===== config.mk =====
export PLATFORM = sky130hd
export DESIGN_NAME = integer_to_roman_numeral_core_flat
export DESIGN_NICKNAME = d
export VERILOG_FILES = /design/src/hdl/i2r_pkg.sv /design/src/hdl/i2r_value_if.sv /design/src/hdl/i2r_result_if.sv /design/src/hdl/i2r_ctrl.sv /design/src/hdl/i2r_dp.sv /design/src/hdl/integer_to_roman_numeral_core.sv /design/src/flat_wrapper.sv
export SDC_FILE = /design/constraint.sdc
export NUM_CORES = 1
export LEC_CHECK = 0
export ABC_AREA = 1
export BUFFER_PORTS_ARGS = -buffer_cell sky130_fd_sc_hd__buf_2
export CORE_ASPECT_RATIO = 0.75
export CORE_MARGIN = 4
export CORE_UTILIZATION = 45
export CTS_CLUSTER_SIZE = 24
export DETAILED_ROUTE_END_ITERATION = 6
export PLACE_DENSITY_LB_ADDON = 0.08
export SETUP_SLACK_MARGIN = 0.3
export SLEW_MARGIN = 20
export SYNTH_ARGS = -nofsm -noshare
export SYNTH_HDL_FRONTEND = slang
export SYNTH_SLANG_ARGS = --single-unit

===== constraint.sdc =====
create_clock -name clk -period 5.13 [get_ports clk]
set_input_delay 0.513 -clock clk [delete_from_list [all_inputs] [get_ports clk]]
set_output_delay 0.513 -clock clk [all_outputs]
set_load 0.01 [all_outputs]

===== src/hdl/i2r_pkg.sv =====
`default_nettype none

package i2r_pkg;

	typedef logic [11:0] value_t;
	typedef logic [6:0]  sym_t;
	typedef logic [9:0]  amount_t;

	localparam value_t MAX_VALUE = 12'd3999;

	localparam sym_t SYM_NONE = 7'h00;
	localparam sym_t SYM_M    = 7'h4D;
	localparam sym_t SYM_D    = 7'h44;
	localparam sym_t SYM_C    = 7'h43;
	localparam sym_t SYM_L    = 7'h4C;
	localparam sym_t SYM_X    = 7'h58;
	localparam sym_t SYM_V    = 7'h56;
	localparam sym_t SYM_I    = 7'h49;

	// one step of the greedy numeral table
	typedef struct packed {
		amount_t amount;
		logic    pair;
		sym_t    first;
		sym_t    second;
	} roman_ent_t;

	// controller to datapath
	typedef struct packed {
		logic load;
		logic emit;
		logic half;
	} i2r_cmd_t;

	// datapath to controller
	typedef struct packed {
		logic pair;
		logic last;
	} i2r_status_t;

	// largest table step that still fits in the remainder
	function automatic roman_ent_t roman_pick(input value_t r);
		roman_ent_t e;
		if (r >= 12'd1000)     e = '{10'd1000, 1'b0, SYM_M, SYM_NONE};
		else if (r >= 12'd900) e = '{10'd900,  1'b1, SYM_C, SYM_M};
		else if (r >= 12'd500) e = '{10'd500,  1'b0, SYM_D, SYM_NONE};
		else if (r >= 12'd400) e = '{10'd400,  1'b1, SYM_C, SYM_D};
		else if (r >= 12'd100) e = '{10'd100,  1'b0, SYM_C, SYM_NONE};
		else if (r >= 12'd90)  e = '{10'd90,   1'b1, SYM_X, SYM_C};
		else if (r >= 12'd50)  e = '{10'd50,   1'b0, SYM_L, SYM_NONE};
		else if (r >= 12'd40)  e = '{10'd40,   1'b1, SYM_X, SYM_L};
		else if (r >= 12'd10)  e = '{10'd10,   1'b0, SYM_X, SYM_NONE};
		else if (r >= 12'd9)   e = '{10'd9,    1'b1, SYM_I, SYM_X};
		else if (r >= 12'd5)   e = '{10'd5,    1'b0, SYM_V, SYM_NONE};
		else if (r >= 12'd4)   e = '{10'd4,    1'b1, SYM_I, SYM_V};
		else                   e = '{10'd1,    1'b0, SYM_I, SYM_NONE};
		return e;
	endfunction

endpackage

`default_nettype wire


===== src/hdl/i2r_value_if.sv =====
`default_nettype none

interface i2r_value_if;
	logic                valid;
	logic                ready;
	i2r_pkg::value_t     value;

	modport source (output valid, output value, input ready);
	modport sink   (input valid, input value, output ready);
endinterface

`default_nettype wire


===== src/hdl/i2r_result_if.sv =====
`default_nettype none

interface i2r_result_if;
	logic                valid;
	logic                ready;
	i2r_pkg::sym_t       symbol;
	logic                last;
	logic                error;

	modport source (output valid, output symbol, output last, output error, input ready);
	modport sink   (input valid, input symbol, input last, input error, output ready);
endinterface

`default_nettype wire


===== src/hdl/i2r_ctrl.sv =====
`default_nettype none

module i2r_ctrl (
	input  wire logic                 clk,
	input  wire logic                 arst_n,
	input  wire logic                 in_valid,
	output logic                      in_ready,
	output logic                      out_valid,
	input  wire logic                 out_ready,
	input  wire i2r_pkg::i2r_status_t status,
	output i2r_pkg::i2r_cmd_t         cmd
);

	typedef enum logic {
		ST_IDLE,
		ST_RUN
	} state_t;

	state_t state_q;
	logic   half_q;
	logic   out_valid_q;
	logic   emit;

	assign in_ready  = (state_q == ST_IDLE);
	assign out_valid = out_valid_q;
	// output register free or being drained this cycle
	assign emit      = (state_q == ST_RUN) && (!out_valid_q || out_ready);

	assign cmd.load = in_valid && in_ready;
	assign cmd.emit = emit;
	assign cmd.half = half_q;

	always_ff @(posedge clk or negedge arst_n) begin
		if (!arst_n) begin
			state_q     <= ST_IDLE;
			half_q      <= 1'b0;
			out_valid_q <= 1'b0;
		end else begin
			if (emit) begin
				out_valid_q <= 1'b1;
			end else if (out_ready) begin
				out_valid_q <= 1'b0;
			end
			case (state_q)
				ST_IDLE: begin
					half_q <= 1'b0;
					if (in_valid) begin
						state_q <= ST_RUN;
					end
				end
				ST_RUN: begin
					if (emit) begin
						half_q <= status.pair && !half_q;
						if (status.last) begin
							state_q <= ST_IDLE;
						end
					end
				end
				default: begin
					state_q <= ST_IDLE;
				end
			endcase
		end
	end

endmodule

`default_nettype wire


===== src/hdl/i2r_dp.sv =====
`default_nettype none

module i2r_dp (
	input  wire logic               clk,
	input  wire i2r_pkg::value_t    value,
	input  wire i2r_pkg::i2r_cmd_t  cmd,
	output i2r_pkg::i2r_status_t    status,
	output i2r_pkg::sym_t           symbol,
	output logic                    last,
	output logic                    error
);

	i2r_pkg::value_t     rem_q;
	logic                err_q;
	i2r_pkg::sym_t       symbol_q;
	logic                last_q;
	logic                error_q;
	i2r_pkg::roman_ent_t ent;
	i2r_pkg::value_t     rem_next;
	logic                take;
	i2r_pkg::sym_t       sym_sel;

	assign ent      = i2r_pkg::roman_pick(rem_q);
	assign rem_next = rem_q - {2'b00, ent.amount};
	// remainder drops on a single letter or on the second letter of a pair
	assign take     = !ent.pair || cmd.half;
	assign sym_sel  = cmd.half ? ent.second : ent.first;

	assign status.pair = ent.pair && !err_q;
	assign status.last = err_q || (take && (rem_next == '0));

	always_ff @(posedge clk) begin
		if (cmd.load) begin
			rem_q <= value;
			err_q <= (value == '0) || (value > i2r_pkg::MAX_VALUE);
		end else if (cmd.emit && take) begin
			rem_q <= rem_next;
		end
		if (cmd.emit) begin
			symbol_q <= err_q ? i2r_pkg::SYM_NONE : sym_sel;
			last_q   <= status.last;
			error_q  <= err_q;
		end
	end

	assign symbol = symbol_q;
	assign last   = last_q;
	assign error  = error_q;

endmodule

`default_nettype wire


===== src/hdl/integer_to_roman_numeral_core.sv =====
// channel    | dir | payload                     | handshake
// value_ch   | in  | value[11:0]                 | valid/ready
// result_ch  | out | symbol[6:0], last, error    | valid/ready
//
// an item is loaded, then emitted as 1 to 15 characters, 1 for an out-of-range
// value; the greedy step unit gives one letter a cycle while result_ch is not
// stalled; the next value is taken the cycle after the final character enters
// the output register, even while that character still waits on result_ch.ready
// arst_n clears the controller; a stalled output holds the whole run
`default_nettype none

module integer_to_roman_numeral_core (
	input  wire logic    clk,
	input  wire logic    arst_n,
	i2r_value_if.sink    value_ch,
	i2r_result_if.source result_ch
);

	i2r_pkg::i2r_cmd_t    cmd;
	i2r_pkg::i2r_status_t status;

	i2r_ctrl u_ctrl (
		.clk       (clk),
		.arst_n    (arst_n),
		.in_valid  (value_ch.valid),
		.in_ready  (value_ch.ready),
		.out_valid (result_ch.valid),
		.out_ready (result_ch.ready),
		.status    (status),
		.cmd       (cmd)
	);

	i2r_dp u_dp (
		.clk    (clk),
		.value  (value_ch.value),
		.cmd    (cmd),
		.status (status),
		.symbol (result_ch.symbol),
		.last   (result_ch.last),
		.error  (result_ch.error)
	);

endmodule

`default_nettype wire


===== src/flat_wrapper.sv =====
// flat-port wrapper written by rule: the top's interface ports become plain ports
module integer_to_roman_numeral_core_flat 
  (clk, arst_n, value_ch_valid, value_ch_value, value_ch_ready, result_ch_valid, result_ch_symbol, result_ch_last, result_ch_error, result_ch_ready);
  i2r_value_if value_ch_i ();
  i2r_result_if result_ch_i ();
  input  wire logic clk;
  input  wire logic arst_n;
  input wire logic [$bits(value_ch_i.valid)-1:0] value_ch_valid;
  input wire logic [$bits(value_ch_i.value)-1:0] value_ch_value;
  output wire logic [$bits(value_ch_i.ready)-1:0] value_ch_ready;
  output wire logic [$bits(result_ch_i.valid)-1:0] result_ch_valid;
  output wire logic [$bits(result_ch_i.symbol)-1:0] result_ch_symbol;
  output wire logic [$bits(result_ch_i.last)-1:0] result_ch_last;
  output wire logic [$bits(result_ch_i.error)-1:0] result_ch_error;
  input wire logic [$bits(result_ch_i.ready)-1:0] result_ch_ready;
  assign value_ch_i.valid = value_ch_valid;
  assign value_ch_i.value = value_ch_value;
  assign value_ch_ready = value_ch_i.ready;
  assign result_ch_valid = result_ch_i.valid;
  assign result_ch_symbol = result_ch_i.symbol;
  assign result_ch_last = result_ch_i.last;
  assign result_ch_error = result_ch_i.error;
  assign result_ch_i.ready = result_ch_ready;
  integer_to_roman_numeral_core u_core (.clk(clk), .arst_n(arst_n), .value_ch(value_ch_i), .result_ch(result_ch_i));
endmodule

==> results.md <==
- Worst hold slack: 26.6 ps
- Reg2Reg Depth: 21
- Warnings from Yosys: 0
- Final nets: 380
- Global-route wire length before repair: 9260 um
- Slew at the pin closest to its max-slew limit: 865 ps
- Netlist cell types: 35
- WP data arrival: 3500 ps
- Core Region: 4570 um2
- Flops & latches, synth: 24
- Peak Freq: 0.297 GHz
- Max_cap viols: 0
- RSZ-0062 raised after global routing: no
- Vias: 2204
- Clk sinks: 24
- Initial Util: 0.480
- Layout cells sized above 1: 0.139
- Clk root buf: clkbuf_8
- Crit end category: flop
- Register area share after synthesis: 0.322
- Final Skew: 3.35 ps
- Leakage: 1.19 nW
- Post-synthesis mux area share: 0
- Cell Area, Synth: 2190 um2
- Count of final setup violators: 0
- Post-Synth Adder-Cell Area: 0.0662
- Mapped Cells: 325
- Final hold viol count: 0
- Worst setup SP type: flop
- Yosys top cell area share: 0.288
- Crit path cell chain: inv_2 > nand2_1 > nor2_1 > o21ai_1 > nand3_1 > bufinv_8 > a21oi_1 > o21ai_0 > ha_1 > a21oi_1 > nor2_1 > o21ai_0 > nand3_1 > nand2_1 > nand2_1 > nor2_1 > nand2_1 > nor2_1 > nand2_2 > nand2_2 > a21oi_2
- Avg Cell Area, Syn: 6.75 um2
- Worst reg2reg setup slack: 1760 ps
- Post-CTS Hold Fix Bufs: 0
- Largest family of logic cells by synthesized area: simple AND/OR/NAND/NOR gates
- Critical path class: flop to flop
- Max-slew violations: 0
- Layout Area Growth over Synthesis: 11.7%
- Antenna-violating nets left: 0
- Initial antenna violation count: 0
- DRC viols: 0
- Worst Path Required: 5260 ps
- I/O Buffers: 25
- Number of buffers and inverters on the critical path: 2
- Final Cycle Share: 0.657
- Slew headroom: 0.421
- Vias in the first global route: 1918
- Number of diodes: 0
- CP Max Fanout: 9
- Die ar.: 6070 um2
- Min Tclk post-route: 3370 ps
- IO Pins: 27
- Drt via density: 5.39
- 1st-pass router iterations: 5
- Final GP Congestion: 0.988
- CP max-delay cell: edfxtp_1
- Pwr/cell area: 743 nW/um2
- Inserted Clock Buffers: 3
- Reg2reg end: u_core.u_ctrl.state_q
- Worst Hold Class: primary input to asynchronous set/reset pin
- XOR/XNOR share of the synthesized area: 0.0240
- Clock-pin transition on the worst setup and hold timing paths: 90 ps
- DIE WIDTH: 88.6 um
- Status: finished, final reports clean
- Clock buffer depth: 2
- Largest stage delay, worst path: 530 ps
- Cell taking the most area after synthesis: edfxtp_1
- DR iter-0 viols: 176
- Gates resized, CTS repair: 0
- Clk_lat worst skew: 270 ps
- Area contributors post-synth: edfxtp_1 29%, nand2_1 16%, inv_1 7.9%
- CTS tree: done
- Worst IR drop on VDD: 0.000351 V
- Worst reg2reg startpoint: u_core.u_dp.rem_q[7]
- Syn_nets: 352
- Per-cell routed wire length: 14.1 um
- Rows: 21
- Cell family with most CP delay: simple AND/OR/NAND/NOR gates
- Post-synthesis compound-gate area fraction: 0.156
- Setup TNS: 0 ps
- Simple-gate share of the synthesized area: 0.329
- Die Ht: 68.5 um
- Detail Placement HPWL: 4730 um
- Gr ovfl total: 0
- Post-CTS setup buffer count: 0
- Total GRT Usage: 0.201
- Final wirelength: 5780 um
- Largest net degree at the start of global routing: 19
- CTS HTree Levels: 1
synth_stat cells:
cell / n
inv_1: 46
clkinv_1: 1
nor3_1: 2
a31oi_1: 4
o21ai_1: 7
fa_1: 1
a21oi_4: 1
clkbuf_1: 1
nand2_2: 5
conb_1: 1
o21bai_1: 1
xor2_1: 6
a221oi_1: 1
buf_4: 1
o21ai_0: 20
ha_1: 10
a21oi_1: 20
nand3_1: 21
nor2_4: 1
nand4_1: 7
nor4_1: 2
o211ai_1: 1
dfrtp_1: 3
nor2_2: 4
nor2_1: 30
a21oi_2: 2
edfxtp_1: 21
bufinv_8: 1
o32ai_1: 1
inv_2: 5
a311oi_1: 1
o22ai_1: 1
nand3b_1: 1
nand2_1: 94
or2_4: 1
cells in the final DEF (no fill, tap or decap), types with 3 or more instances in the layout:
cell      instances
a21oi_1          20
a31oi_1           4
buf_2            25
clkbuf_8          3
dfrtp_1           3
edfxtp_1         21
ha_1             10
inv_1            46
inv_2             5
nand2_1          94
nand2_2           5
nand3_1          21
nand4_1           7
nor2_1           30
nor2_2            4
o21ai_0          20
o21ai_1           7
xor2_1            6
cells by family (layout without fill, tap and decap cells):
| logic type | Yosys count | in the layout |
|---|---|---|
| simple gates | 168 | 168 |
| fa+ha+maj | 11 | 11 |
| compound gates | 60 | 60 |
| flops | 24 | 24 |
| buf+inv | 55 | 82 |
| xor+xnor | 6 | 6 |
| other cells | 1 | 1 |
power breakdown:
group | internal [mW] | switching, mW | leakage [nW] | total, mW
clock network | 0.104 | 0.0662 | 0.0357 | 0.171
logic | 0.400 | 0.802 | 0.918 | 1.20
registers | 0.342 | 0.105 | 0.240 | 0.447
sequential cells by signal (all words and copies together) (netlist names):
register                 count
u_core.u_dp.rem_q           12
u_core.u_dp.symbol           6
u_core.u_ctrl.half_q         1
u_core.u_ctrl.out_valid      1
u_core.u_ctrl.state_q        1
u_core.u_dp.err_q            1
u_core.u_dp.error            1
u_core.u_dp.last             1
per-layer routing:
layer / share of wire / routed length, um / up-vias / track usage
met5: 0 / 0 / - / 0
met4: 0.0017 / 10 / 0 / 0.0151
met3: 0.065 / 374 / 2 / 0.0313
met2: 0.40 / 2330 / 66 / 0.300
met1: 0.53 / 3060 / 1009 / 0.316
li1: - / - / 1127 / -
worst reg2reg max path, cell delays in order, from the launching register on:
cell,delay [ps]
edfxtp_1,530
inv_2,80
nand2_1,60
nor2_1,170
o21ai_1,90
nand3_1,150
bufinv_8,230
a21oi_1,120
o21ai_0,100
ha_1,400
a21oi_1,240
nor2_1,90
o21ai_0,220
nand3_1,100
nand2_1,70
nand2_1,100
nor2_1,110
nand2_1,60
nor2_1,130
nand2_2,70
nand2_2,60
a21oi_2,50
stage by stage:
stage | area [um2] | total power, mW | utilization | worst slack, ps | std cells
floorplan | 2190 | 1.32 | - | 2330 | 325
global placement | 2380 | 1.63 | 0.520 | 1730 | 405
global route | 2450 | 2.01 | 0.536 | 1440 | 409
finish | 2450 | 1.82 | 0.536 | 1760 | 409
CTS | 2450 | 1.80 | 0.536 | 1780 | 409
detailed placement | 2380 | 1.62 | 0.520 | 1800 | 405
area by class of cell:
type                       instances  area, um2
clock buffer                       3       41.3
multi-input combinational        246       1260
inverter                          53        213
fill                             485       2120
timing repair buffer              25        125
clock inverter                     1       30.0
tap                               57       71.3
sequential                        24        706
how the worst max path moves through the flow:
stage | startpoint | to | slack, ps | cells after the start
after global placement | u_core.u_dp.rem_q[1] | u_core.u_ctrl.state_q | 1730 | 19
after detailed placement | u_core.u_dp.rem_q[7] | u_core.u_ctrl.state_q | 1800 | 21
after CTS | u_core.u_dp.rem_q[7] | u_core.u_ctrl.state_q | 1780 | 21
after global routing | u_core.u_dp.rem_q[7] | u_core.u_ctrl.state_q | 1440 | 21
after floorplan | u_core.u_dp.rem_q[7] | u_core.u_dp.last | 2330 | 19
final | u_core.u_dp.rem_q[7] | u_core.u_ctrl.state_q | 1760 | 21
No activity file was read; power rests on OpenSTA's default activity.
